--- config.mk ---
export PLATFORM = sky130hd
export DESIGN_NAME = dataflow_dependency_depth_tracker
export DESIGN_NICKNAME = d
export VERILOG_FILES = /design/src/ddt_pkg.sv /design/src/dataflow_dependency_depth_tracker.sv /design/src/ddt_ram.sv
export VERILOG_INCLUDE_DIRS = /design/src /design/src/src
export SDC_FILE = /design/constraint.sdc
export NUM_CORES = 2
export LEC_CHECK = 0
export ABC_AREA = 1
export BUFFER_PORTS_ARGS = -buffer_cell sky130_fd_sc_hd__buf_4
export CELL_PAD_IN_SITES_DETAIL_PLACEMENT = 0
export CELL_PAD_IN_SITES_GLOBAL_PLACEMENT = 2
export CORE_MARGIN = 1
export CORE_UTILIZATION = 40
export CTS_BUF_LIST = sky130_fd_sc_hd__clkbuf_16
export CTS_CLUSTER_SIZE = 30
export DETAILED_ROUTE_END_ITERATION = 12
export PLACE_DENSITY_LB_ADDON = 0.1
export SLEW_MARGIN = 15
export SYNTH_ARGS = -nofsm -noshare
export SYNTH_HDL_FRONTEND = slang
export SYNTH_SLANG_ARGS = --single-unit
--- constraint.sdc ---
create_clock -name clk -period 9.59 [get_ports clk]
set_clock_uncertainty 0.05 [all_clocks]
set_input_delay 0 -clock clk [delete_from_list [all_inputs] [get_ports clk]]
set_output_delay 0 -clock clk [all_outputs]
set_load 0.05 [all_outputs]
--- src/assert_macros.svh ---
// Assertion macros used by the top level of the dependency depth tracker.
`ifndef ASSERT_MACROS_SVH
`define ASSERT_MACROS_SVH

`ifndef SYNTHESIS

`define DDT_ASSERT_IMP(label, clk, rst_n, pre, post, msg) \
    label: assert property (@(posedge clk) disable iff (!rst_n) (pre) |-> (post)) \
        else $error(msg);

`define DDT_ASSERT_NEXT(label, clk, rst_n, pre, post, msg) \
    label: assert property (@(posedge clk) disable iff (!rst_n) (pre) |=> (post)) \
        else $error(msg);

`else

`define DDT_ASSERT_IMP(label, clk, rst_n, pre, post, msg)

`define DDT_ASSERT_NEXT(label, clk, rst_n, pre, post, msg)

`endif

`endif

--- src/ddt_pkg.sv ---
// Package of the dependency depth tracker: function codes and parameter defaults.
`default_nettype none

package ddt_pkg;

    localparam int DEF_NUM_REGS    = 32;
    localparam int DEF_NUM_OPCODES = 32;
    localparam int DEF_INDEX_WIDTH = 16;
    localparam int DEF_DEPTH_WIDTH = 24;

    localparam int FUNC_WIDTH   = 2;
    localparam int FIELD_WIDTH  = 5;
    localparam int LAT_WIDTH    = 8;

    typedef enum logic [FUNC_WIDTH-1:0] {
        FUNC_LOAD    = 2'd0,
        FUNC_ANALYZE = 2'd1,
        FUNC_CLEAR   = 2'd2
    } func_t;

endpackage

`default_nettype wire

--- src/dataflow_dependency_depth_tracker.sv ---
// Top level of the register dependency depth tracker.
// Usage: instruction transactions enter on in_valid/in_stall with func, opcode,
// dest_reg, source_a_reg, source_b_reg and latency_value. func load writes the
// opcode latency table, func analyze scores one instruction, func clear starts
// a new program (latency table kept). Only analyze yields a result transaction
// on out_valid/out_stall: index, depth, both producers (all ones = entry) and
// running program depth.
// Pipeline: an accepted transaction is registered in the input stage while the
// table and producer memories are read; an analyze then loads the output
// register once it is free. The memories are written as the transaction leaves
// the input stage; a one-deep forward path covers the write-then-read case.
// Throughput: one transaction per cycle while no analyze waits on a held result
// register; the read-max-add-write pass over the producer table never holds it.
// Reset: all register producers return to entry, counters and program depth
// clear at once; the latency table is undefined until loaded.
// Stall: while out_stall holds a result, the output register holds; a waiting
// analyze stalls the input, load and clear transactions still pass.
`default_nettype none

module dataflow_dependency_depth_tracker
    import ddt_pkg::*;
#(
    parameter int NUM_REGS    = DEF_NUM_REGS,
    parameter int NUM_OPCODES = DEF_NUM_OPCODES,
    parameter int INDEX_WIDTH = DEF_INDEX_WIDTH,
    parameter int DEPTH_WIDTH = DEF_DEPTH_WIDTH
) (
    input  wire logic                          clk,
    input  wire logic                          rst_n,
    input  wire logic                          in_valid,
    output logic                               in_stall,
    input  wire logic [FUNC_WIDTH-1:0]         func,
    input  wire logic [FIELD_WIDTH-1:0]        opcode,
    input  wire logic [FIELD_WIDTH-1:0]        dest_reg,
    input  wire logic [FIELD_WIDTH-1:0]        source_a_reg,
    input  wire logic [FIELD_WIDTH-1:0]        source_b_reg,
    input  wire logic [LAT_WIDTH-1:0]          latency_value,
    output logic                               out_valid,
    input  wire logic                          out_stall,
    output logic        [INDEX_WIDTH-1:0]      inst_index,
    output logic        [DEPTH_WIDTH-1:0]      inst_depth,
    output logic signed [INDEX_WIDTH:0]        src_a_producer,
    output logic signed [INDEX_WIDTH:0]        src_b_producer,
    output logic        [DEPTH_WIDTH-1:0]      program_depth
);

`include "assert_macros.svh"

    localparam int RAW    = $clog2(NUM_REGS);
    localparam int OAW    = $clog2(NUM_OPCODES);
    localparam int WORD_W = INDEX_WIDTH + DEPTH_WIDTH;

    // input stage
    logic                    s1_valid_reg;
    logic [FUNC_WIDTH-1:0]   s1_func_reg;
    logic [FIELD_WIDTH-1:0]  s1_opcode_reg;
    logic [FIELD_WIDTH-1:0]  s1_dest_reg;
    logic [FIELD_WIDTH-1:0]  s1_sa_reg;
    logic [FIELD_WIDTH-1:0]  s1_sb_reg;
    logic [LAT_WIDTH-1:0]    s1_lat_reg;
    logic                    fwd_a_reg;
    logic                    fwd_b_reg;
    logic                    fwd_lat_reg;
    logic [WORD_W-1:0]       fwd_word_reg;
    logic [LAT_WIDTH-1:0]    fwd_lat_data_reg;

    // program state
    logic [NUM_REGS-1:0]     writer_valid_reg;
    logic [INDEX_WIDTH-1:0]  inst_count_reg;
    logic [DEPTH_WIDTH-1:0]  max_depth_reg;

    // result register
    logic                    res_valid_reg;
    logic [INDEX_WIDTH-1:0]  res_index_reg;
    logic [DEPTH_WIDTH-1:0]  res_depth_reg;
    logic [INDEX_WIDTH:0]    res_prod_a_reg;
    logic [INDEX_WIDTH:0]    res_prod_b_reg;
    logic [DEPTH_WIDTH-1:0]  res_max_reg;

    logic                    in_accept;
    logic                    res_free;
    logic                    s1_fire;
    logic                    analyze_fire;
    logic                    load_fire;
    logic                    clear_fire;
    logic                    word_wr_en;
    logic [RAW-1:0]          word_wr_addr;
    logic [WORD_W-1:0]       word_wr_data;
    logic                    lat_wr_en;
    logic [OAW-1:0]          lat_wr_addr;
    logic [WORD_W-1:0]       ram_a_rdata;
    logic [WORD_W-1:0]       ram_b_rdata;
    logic [LAT_WIDTH-1:0]    ram_lat_rdata;
    logic [WORD_W-1:0]       word_a;
    logic [WORD_W-1:0]       word_b;
    logic                    va;
    logic                    vb;
    logic                    dest_in_range;
    logic                    op_in_range;
    logic [DEPTH_WIDTH-1:0]  ready_a;
    logic [DEPTH_WIDTH-1:0]  ready_b;
    logic [DEPTH_WIDTH-1:0]  depth;
    logic [LAT_WIDTH-1:0]    lat;
    logic [DEPTH_WIDTH:0]    sum;
    logic [DEPTH_WIDTH-1:0]  ready;
    logic [DEPTH_WIDTH-1:0]  max_depth_next;
    logic [INDEX_WIDTH:0]    prod_a;
    logic [INDEX_WIDTH:0]    prod_b;

    assign res_free     = !res_valid_reg || !out_stall;
    assign s1_fire      = s1_valid_reg && ((s1_func_reg != FUNC_ANALYZE) || res_free);
    assign in_stall     = s1_valid_reg && !s1_fire;
    assign in_accept    = in_valid && !in_stall;
    assign analyze_fire = s1_fire && (s1_func_reg == FUNC_ANALYZE);
    assign load_fire    = s1_fire && (s1_func_reg == FUNC_LOAD);
    assign clear_fire   = s1_fire && (s1_func_reg == FUNC_CLEAR);

    assign dest_in_range = 32'(s1_dest_reg) < NUM_REGS;
    assign op_in_range   = 32'(s1_opcode_reg) < NUM_OPCODES;

    assign word_wr_en   = analyze_fire && dest_in_range;
    assign word_wr_addr = RAW'(s1_dest_reg);
    assign word_wr_data = {inst_count_reg, ready};
    assign lat_wr_en    = load_fire && op_in_range;
    assign lat_wr_addr  = OAW'(s1_opcode_reg);

    ddt_ram #(.WIDTH(WORD_W), .DEPTH(NUM_REGS)) u_ram_a (
        .clk     (clk),
        .wr_en   (word_wr_en),
        .wr_addr (word_wr_addr),
        .wr_data (word_wr_data),
        .rd_en   (in_accept),
        .rd_addr (RAW'(source_a_reg)),
        .rd_data (ram_a_rdata)
    );

    ddt_ram #(.WIDTH(WORD_W), .DEPTH(NUM_REGS)) u_ram_b (
        .clk     (clk),
        .wr_en   (word_wr_en),
        .wr_addr (word_wr_addr),
        .wr_data (word_wr_data),
        .rd_en   (in_accept),
        .rd_addr (RAW'(source_b_reg)),
        .rd_data (ram_b_rdata)
    );

    ddt_ram #(.WIDTH(LAT_WIDTH), .DEPTH(NUM_OPCODES)) u_ram_lat (
        .clk     (clk),
        .wr_en   (lat_wr_en),
        .wr_addr (lat_wr_addr),
        .wr_data (s1_lat_reg),
        .rd_en   (in_accept),
        .rd_addr (OAW'(opcode)),
        .rd_data (ram_lat_rdata)
    );

    always_comb
    begin
        word_a  = fwd_a_reg ? fwd_word_reg : ram_a_rdata;
        word_b  = fwd_b_reg ? fwd_word_reg : ram_b_rdata;
        va      = (32'(s1_sa_reg) < NUM_REGS) && writer_valid_reg[RAW'(s1_sa_reg)];
        vb      = (32'(s1_sb_reg) < NUM_REGS) && writer_valid_reg[RAW'(s1_sb_reg)];
        ready_a = va ? word_a[DEPTH_WIDTH-1:0] : '0;
        ready_b = vb ? word_b[DEPTH_WIDTH-1:0] : '0;
        prod_a  = va ? {1'b0, word_a[WORD_W-1:DEPTH_WIDTH]} : '1;
        prod_b  = vb ? {1'b0, word_b[WORD_W-1:DEPTH_WIDTH]} : '1;
        depth   = (ready_a > ready_b) ? ready_a : ready_b;
        lat     = op_in_range ? (fwd_lat_reg ? fwd_lat_data_reg : ram_lat_rdata) : '0;
        sum     = {1'b0, depth} + (DEPTH_WIDTH+1)'(lat);
        ready   = sum[DEPTH_WIDTH] ? '1 : sum[DEPTH_WIDTH-1:0];
        max_depth_next = (ready > max_depth_reg) ? ready : max_depth_reg;
    end

    // advance the input stage
    always_ff @(posedge clk or negedge rst_n)
    begin
        if (!rst_n)
        begin
            s1_valid_reg <= 1'b0;
        end
        else if (in_accept)
        begin
            s1_valid_reg <= 1'b1;
        end
        else if (s1_fire)
        begin
            s1_valid_reg <= 1'b0;
        end
    end

    always_ff @(posedge clk)
    begin
        if (in_accept)
        begin
            s1_func_reg      <= func;
            s1_opcode_reg    <= opcode;
            s1_dest_reg      <= dest_reg;
            s1_sa_reg        <= source_a_reg;
            s1_sb_reg        <= source_b_reg;
            s1_lat_reg       <= latency_value;
            fwd_a_reg        <= word_wr_en && (word_wr_addr == RAW'(source_a_reg));
            fwd_b_reg        <= word_wr_en && (word_wr_addr == RAW'(source_b_reg));
            fwd_word_reg     <= word_wr_data;
            fwd_lat_reg      <= lat_wr_en && (lat_wr_addr == OAW'(opcode));
            fwd_lat_data_reg <= s1_lat_reg;
        end
    end

    // update program state
    always_ff @(posedge clk or negedge rst_n)
    begin
        if (!rst_n)
        begin
            writer_valid_reg <= '0;
            inst_count_reg   <= '0;
            max_depth_reg    <= '0;
        end
        else if (clear_fire)
        begin
            writer_valid_reg <= '0;
            inst_count_reg   <= '0;
            max_depth_reg    <= '0;
        end
        else if (analyze_fire)
        begin
            if (dest_in_range)
            begin
                writer_valid_reg[RAW'(s1_dest_reg)] <= 1'b1;
            end
            inst_count_reg <= inst_count_reg + 1'b1;
            max_depth_reg  <= max_depth_next;
        end
    end

    // hold or load the result register
    always_ff @(posedge clk or negedge rst_n)
    begin
        if (!rst_n)
        begin
            res_valid_reg <= 1'b0;
        end
        else if (res_free)
        begin
            res_valid_reg <= analyze_fire;
        end
    end

    always_ff @(posedge clk)
    begin
        if (analyze_fire)
        begin
            res_index_reg  <= inst_count_reg;
            res_depth_reg  <= depth;
            res_prod_a_reg <= prod_a;
            res_prod_b_reg <= prod_b;
            res_max_reg    <= max_depth_next;
        end
    end

    assign out_valid      = res_valid_reg;
    assign inst_index     = res_index_reg;
    assign inst_depth     = res_depth_reg;
    assign src_a_producer = res_prod_a_reg;
    assign src_b_producer = res_prod_b_reg;
    assign program_depth  = res_max_reg;

    `DDT_ASSERT_NEXT(a_count_step, clk, rst_n, analyze_fire, inst_count_reg == INDEX_WIDTH'($past(inst_count_reg) + 1'b1), "instruction index did not advance")
    `DDT_ASSERT_NEXT(a_clear_state, clk, rst_n, clear_fire, (writer_valid_reg == '0) && (max_depth_reg == '0), "new program left stale state")
    `DDT_ASSERT_IMP(a_depth_order, clk, rst_n, out_valid, program_depth >= inst_depth, "program depth below instruction depth")

endmodule

`default_nettype wire

--- src/ddt_ram.sv ---
// Generic single-write, single-read RAM with registered read data.
`default_nettype none

module ddt_ram #(
    parameter int WIDTH = 8,
    parameter int DEPTH = 32
) (
    input  wire logic                     clk,
    input  wire logic                     wr_en,
    input  wire logic [$clog2(DEPTH)-1:0] wr_addr,
    input  wire logic [WIDTH-1:0]         wr_data,
    input  wire logic                     rd_en,
    input  wire logic [$clog2(DEPTH)-1:0] rd_addr,
    output logic      [WIDTH-1:0]         rd_data
);

    logic [WIDTH-1:0] mem_reg [DEPTH];

    always_ff @(posedge clk)
    begin
        if (wr_en)
        begin
            mem_reg[wr_addr] <= wr_data;
        end
        if (rd_en)
        begin
            rd_data <= mem_reg[rd_addr];
        end
    end

endmodule

`default_nettype wire
==> results_dict.tcl <==
set metrics [dict create \
    status "finished, final reports clean" \
    cp_max_fo 34 \
    dp.cells 10460 \
    critPathLaunchType "flip-flop" \
    crit_required_ps 10140 \
    core_area_um2 214400 \
    cp.arrival_ps 9240 \
    cts_tree "built" \
    cts_max_path_buffers 3 \
    grt_max_degree 193 \
    wl_um 339600 \
    hold_viol 0 \
    grt_antenna_before_repair 7 \
    maxCapViolCount 0 \
    synth_compound_area_share_pct 18.09 \
    met1Wirelength_um 142000 \
    synth-main-ff-cell "edfxtp_1" \
    synth-warning-count 0 \
    clock_latency_ps 880 \
    grt_pass1_wl_um 479600 \
    period_minus_slack_ps 8690 \
    grt_overflow 0 \
    first_pass_iters 6 \
    synth_xor_xnor_area_share_pct 0.2132 \
    cts_root_buf "clkbuf_16" \
    wl_met3_um 26110 \
    initial_core_util_pct 40.23 \
    dr.first_iter.drc_count 8749 \
    antenna_left 0 \
    grt_pass1_vias 65440 \
    wl_met2_um 157200 \
    avgSynthCellArea_um2 10.85 \
    ir_drop_uv 219.2 \
    max_stage_delay_ps 690 \
    syn_inst 7951 \
    top_layer "met5" \
    synth_area_um2 86260 \
    fin_nets 7985 \
    drc 0 \
    detail_route.wl_per_cell_um 31.14 \
    clk_pin_slew_ps 60 \
    cp-end-kind "flip-flop" \
    routed_via_density 6.268 \
    hold_class "primary input to flip-flop" \
    setup_violations 0 \
    num_io_pins 134 \
    cts_made_buffers 208 \
    synth_fp_nets 8043 \
    stdcell_count 10910 \
    power.density_nw_per_um2 221.0 \
    tightest_slew_ps 1283 \
    muxShareOfSynthArea_pct 0.3655 \
    nFillCells 19590 \
    yosys.area_share.simple_pct 11.77 \
    die-area_um2 217500 \
    cpMostUsedCell "nand2_1" \
    cp_slowest_cell "edfxtp_1" \
    vias 68370 \
    seq_area_frac_synth_pct 64.91 \
    setup_tns_ps 0 \
    die_width_um 466.4 \
    drive_gt1_share_pct 9.037 \
    synthAdderAreaFrac_pct 0.8500 \
    drv_slew 0 \
    grt.total_usage_pct 30.57 \
    syn2layout_area_growth_pct 13.38 \
    synth_seq_cells 1877 \
    clock-sinks 1877 \
    die_y_um 466.4 \
    dp_hpwl_um 184100 \
    cts_max_level 4 \
    holdWs_ps 67.25 \
    p_leak_nw 31.59 \
    synth_async_sr_flop_share_pct 3.942 \
    utilization_pct 45.61 \
    largest_reg_flops 1280 \
    synth_cell_types 50 \
    rsz0062_at_grt "no" \
    synth_top_family_by_area "compound AO/OA/AOI/OAI gates" \
    portBuffers 133 \
    fin_crit_sh_pct 90.62 \
    fmax_mhz 115.1 \
    crit_type "flip-flop to flip-flop" \
    relSlewSlack_pct 14.50 \
    rows 170 \
    synth_edf_count 1803 \
    place.gp.congestion 0.8569 \
]
-- worst max-delay path: cells and delay by family (launching register included) --
kind	cells	cell delay, ps
DFF	1	690
and+or+nand+nor	28	3670
AOI/OAI and AO/OA	8	1570
buffers and inverters	6	1150
adders and majority gates	4	1240
-- report_power, final --
part	internal [mW]	leakage (nW)	switching, mW	total, mW
combinational	0.879	11.5	2.66	3.54
clock	4.58	3.48	3.48	8.06
sequential	9.86	16.6	0.146	10.0
total	15.3	31.6	6.28	21.6
-- cells in the mapped netlist (2+ instances only) --
master	number	area share, %
nor2_2	4	0.029
buf_6	9	0.12
ha_1	57	0.83
nor4_1	4	0.029
a32oi_1	78	0.79
nor3_1	9	0.052
edfxtp_1	1803	63
inv_2	9	0.039
a32o_1	15	0.17
o21ai_2	4	0.041
nand3_2	5	0.058
and2_1	10	0.073
inv_1	185	0.81
dfrtp_1	74	2.1
o21a_1	3	0.026
a211oi_1	7	0.061
nand2_2	10	0.073
o21ai_0	1534	8.9
nor2_4	2	0.026
nand3_1	295	1.7
a21boi_1	2	0.017
buf_1	25	0.11
mux2_2	28	0.37
nand4_1	26	0.19
xor2_1	12	0.12
o21ai_1	17	0.099
buf_2	12	0.070
clkbuf_1	605	2.6
clkinv_1	2	0.0087
a21oi_1	128	0.74
nor2_1	1668	7.3
o211ai_1	9	0.078
o22ai_1	132	0.96
xnor2_1	9	0.091
nand2_1	514	2.2
o221ai_1	533	5.4
a31oi_1	99	0.72
-- timing repair --
action | in CTS | in global routing
endpoints found under the setup margin | 0 | 48
buffers inserted | 0 | 8
hold buffers | 57 | 0
resized for setup | 0 | 2
endpoints found under the hold margin | 231 | 0
-- per-stage QoR --
step	area, um^2	power, mW	worst slack, ps
after floorplan	86260	12.18	764.9
after detailed placement	90230	13.68	423.8
after global routing	97790	22.37	34.20
after global placement	90230	13.67	541.9
final	97800	21.61	899.6
after CTS	97710	21.73	356.5
-- final cells by class --
| class | instances | area [um^2] | share of cell area [%] |
|---|---|---|---|
| Timing Repair Buffer | 384 | 3281 | 3.355 |
| Inverter | 198 | 808.3 | 0.8265 |
| Sequential cell | 1877 | 56000 | 57.26 |
| Antenna cell | 3 | 7.507 | 0.007676 |
| Tap cell | 2838 | 3551 | 3.631 |
| Clock inverter | 176 | 1685 | 1.723 |
| Clock buffer | 208 | 5205 | 5.322 |
| Multi-Input combinational cell | 5224 | 27260 | 27.88 |
-- worst paths after layout --
check,endpoint,cells past startpoint,start,slack [ps]
worst max-delay path,program_depth[1]$_DFFE_PP_,46,s1_sb_reg[0]$_DFFE_PP_,900
worst min-delay path,u_ram_a.rd_data[36]$_DFFE_PP_,5,source_a_reg[1],70
worst max register to register,program_depth[1]$_DFFE_PP_,46,s1_sb_reg[0]$_DFFE_PP_,900
worst min register to register,max_depth_reg[8]$_DFFE_PN0P_,2,max_depth_reg[8]$_DFFE_PN0P_,430
max in group asynchronous,max_depth_reg[7]$_DFFE_PN0P_,4,rst_n,8540
min in group asynchronous,inst_count_reg[11]$_DFFE_PN0P_,4,rst_n,290
-- cells by family after synthesis --
logic type | after synthesis
AOI/OAI and AO/OA | 2567
adders and majority gates | 58
xor gates and xnor gates | 21
buffers and inverters | 850
muxes | 28
DFF | 1877
and+or+nand+nor | 2550
-- layer usage --
metal / up-vias / track usage, %
li1: 29560 / -
met1: 34630 / 41.67
met2: 3515 / 49.00
met3: 657 / 4.329
met4: 2 / 12.52
met5: - / 0
-- cell usage in the layout (no fill, tap or decap), types with 6 or more instances in the layout --
cell	count
o21ai_1	17
and2_1	10
ha_1	57
a211oi_1	7
a21oi_1	128
dfrtp_1	72
nor2_4	36
buf_12	15
clkinv_2	35
nand2_1	514
xor2_1	12
nand3_1	295
o211ai_1	9
a32o_1	15
inv_1	216
xnor2_1	9
edfxtp_1	1803
clkbuf_16	208
clkinvlp_4	6
nor2_1	1634
clkinv_1	60
inv_2	7
buf_4	305
dlygate4sd3_1	56
o21ai_0	1534
nor3_1	8
o22ai_1	132
nand4_1	26
mux2_2	28
o221ai_1	533
a32oi_1	78
a31oi_1	98
nand2_2	10
bufinv_16	23
clkinv_16	11
Note: power is estimated with default switching activity, not from simulation.
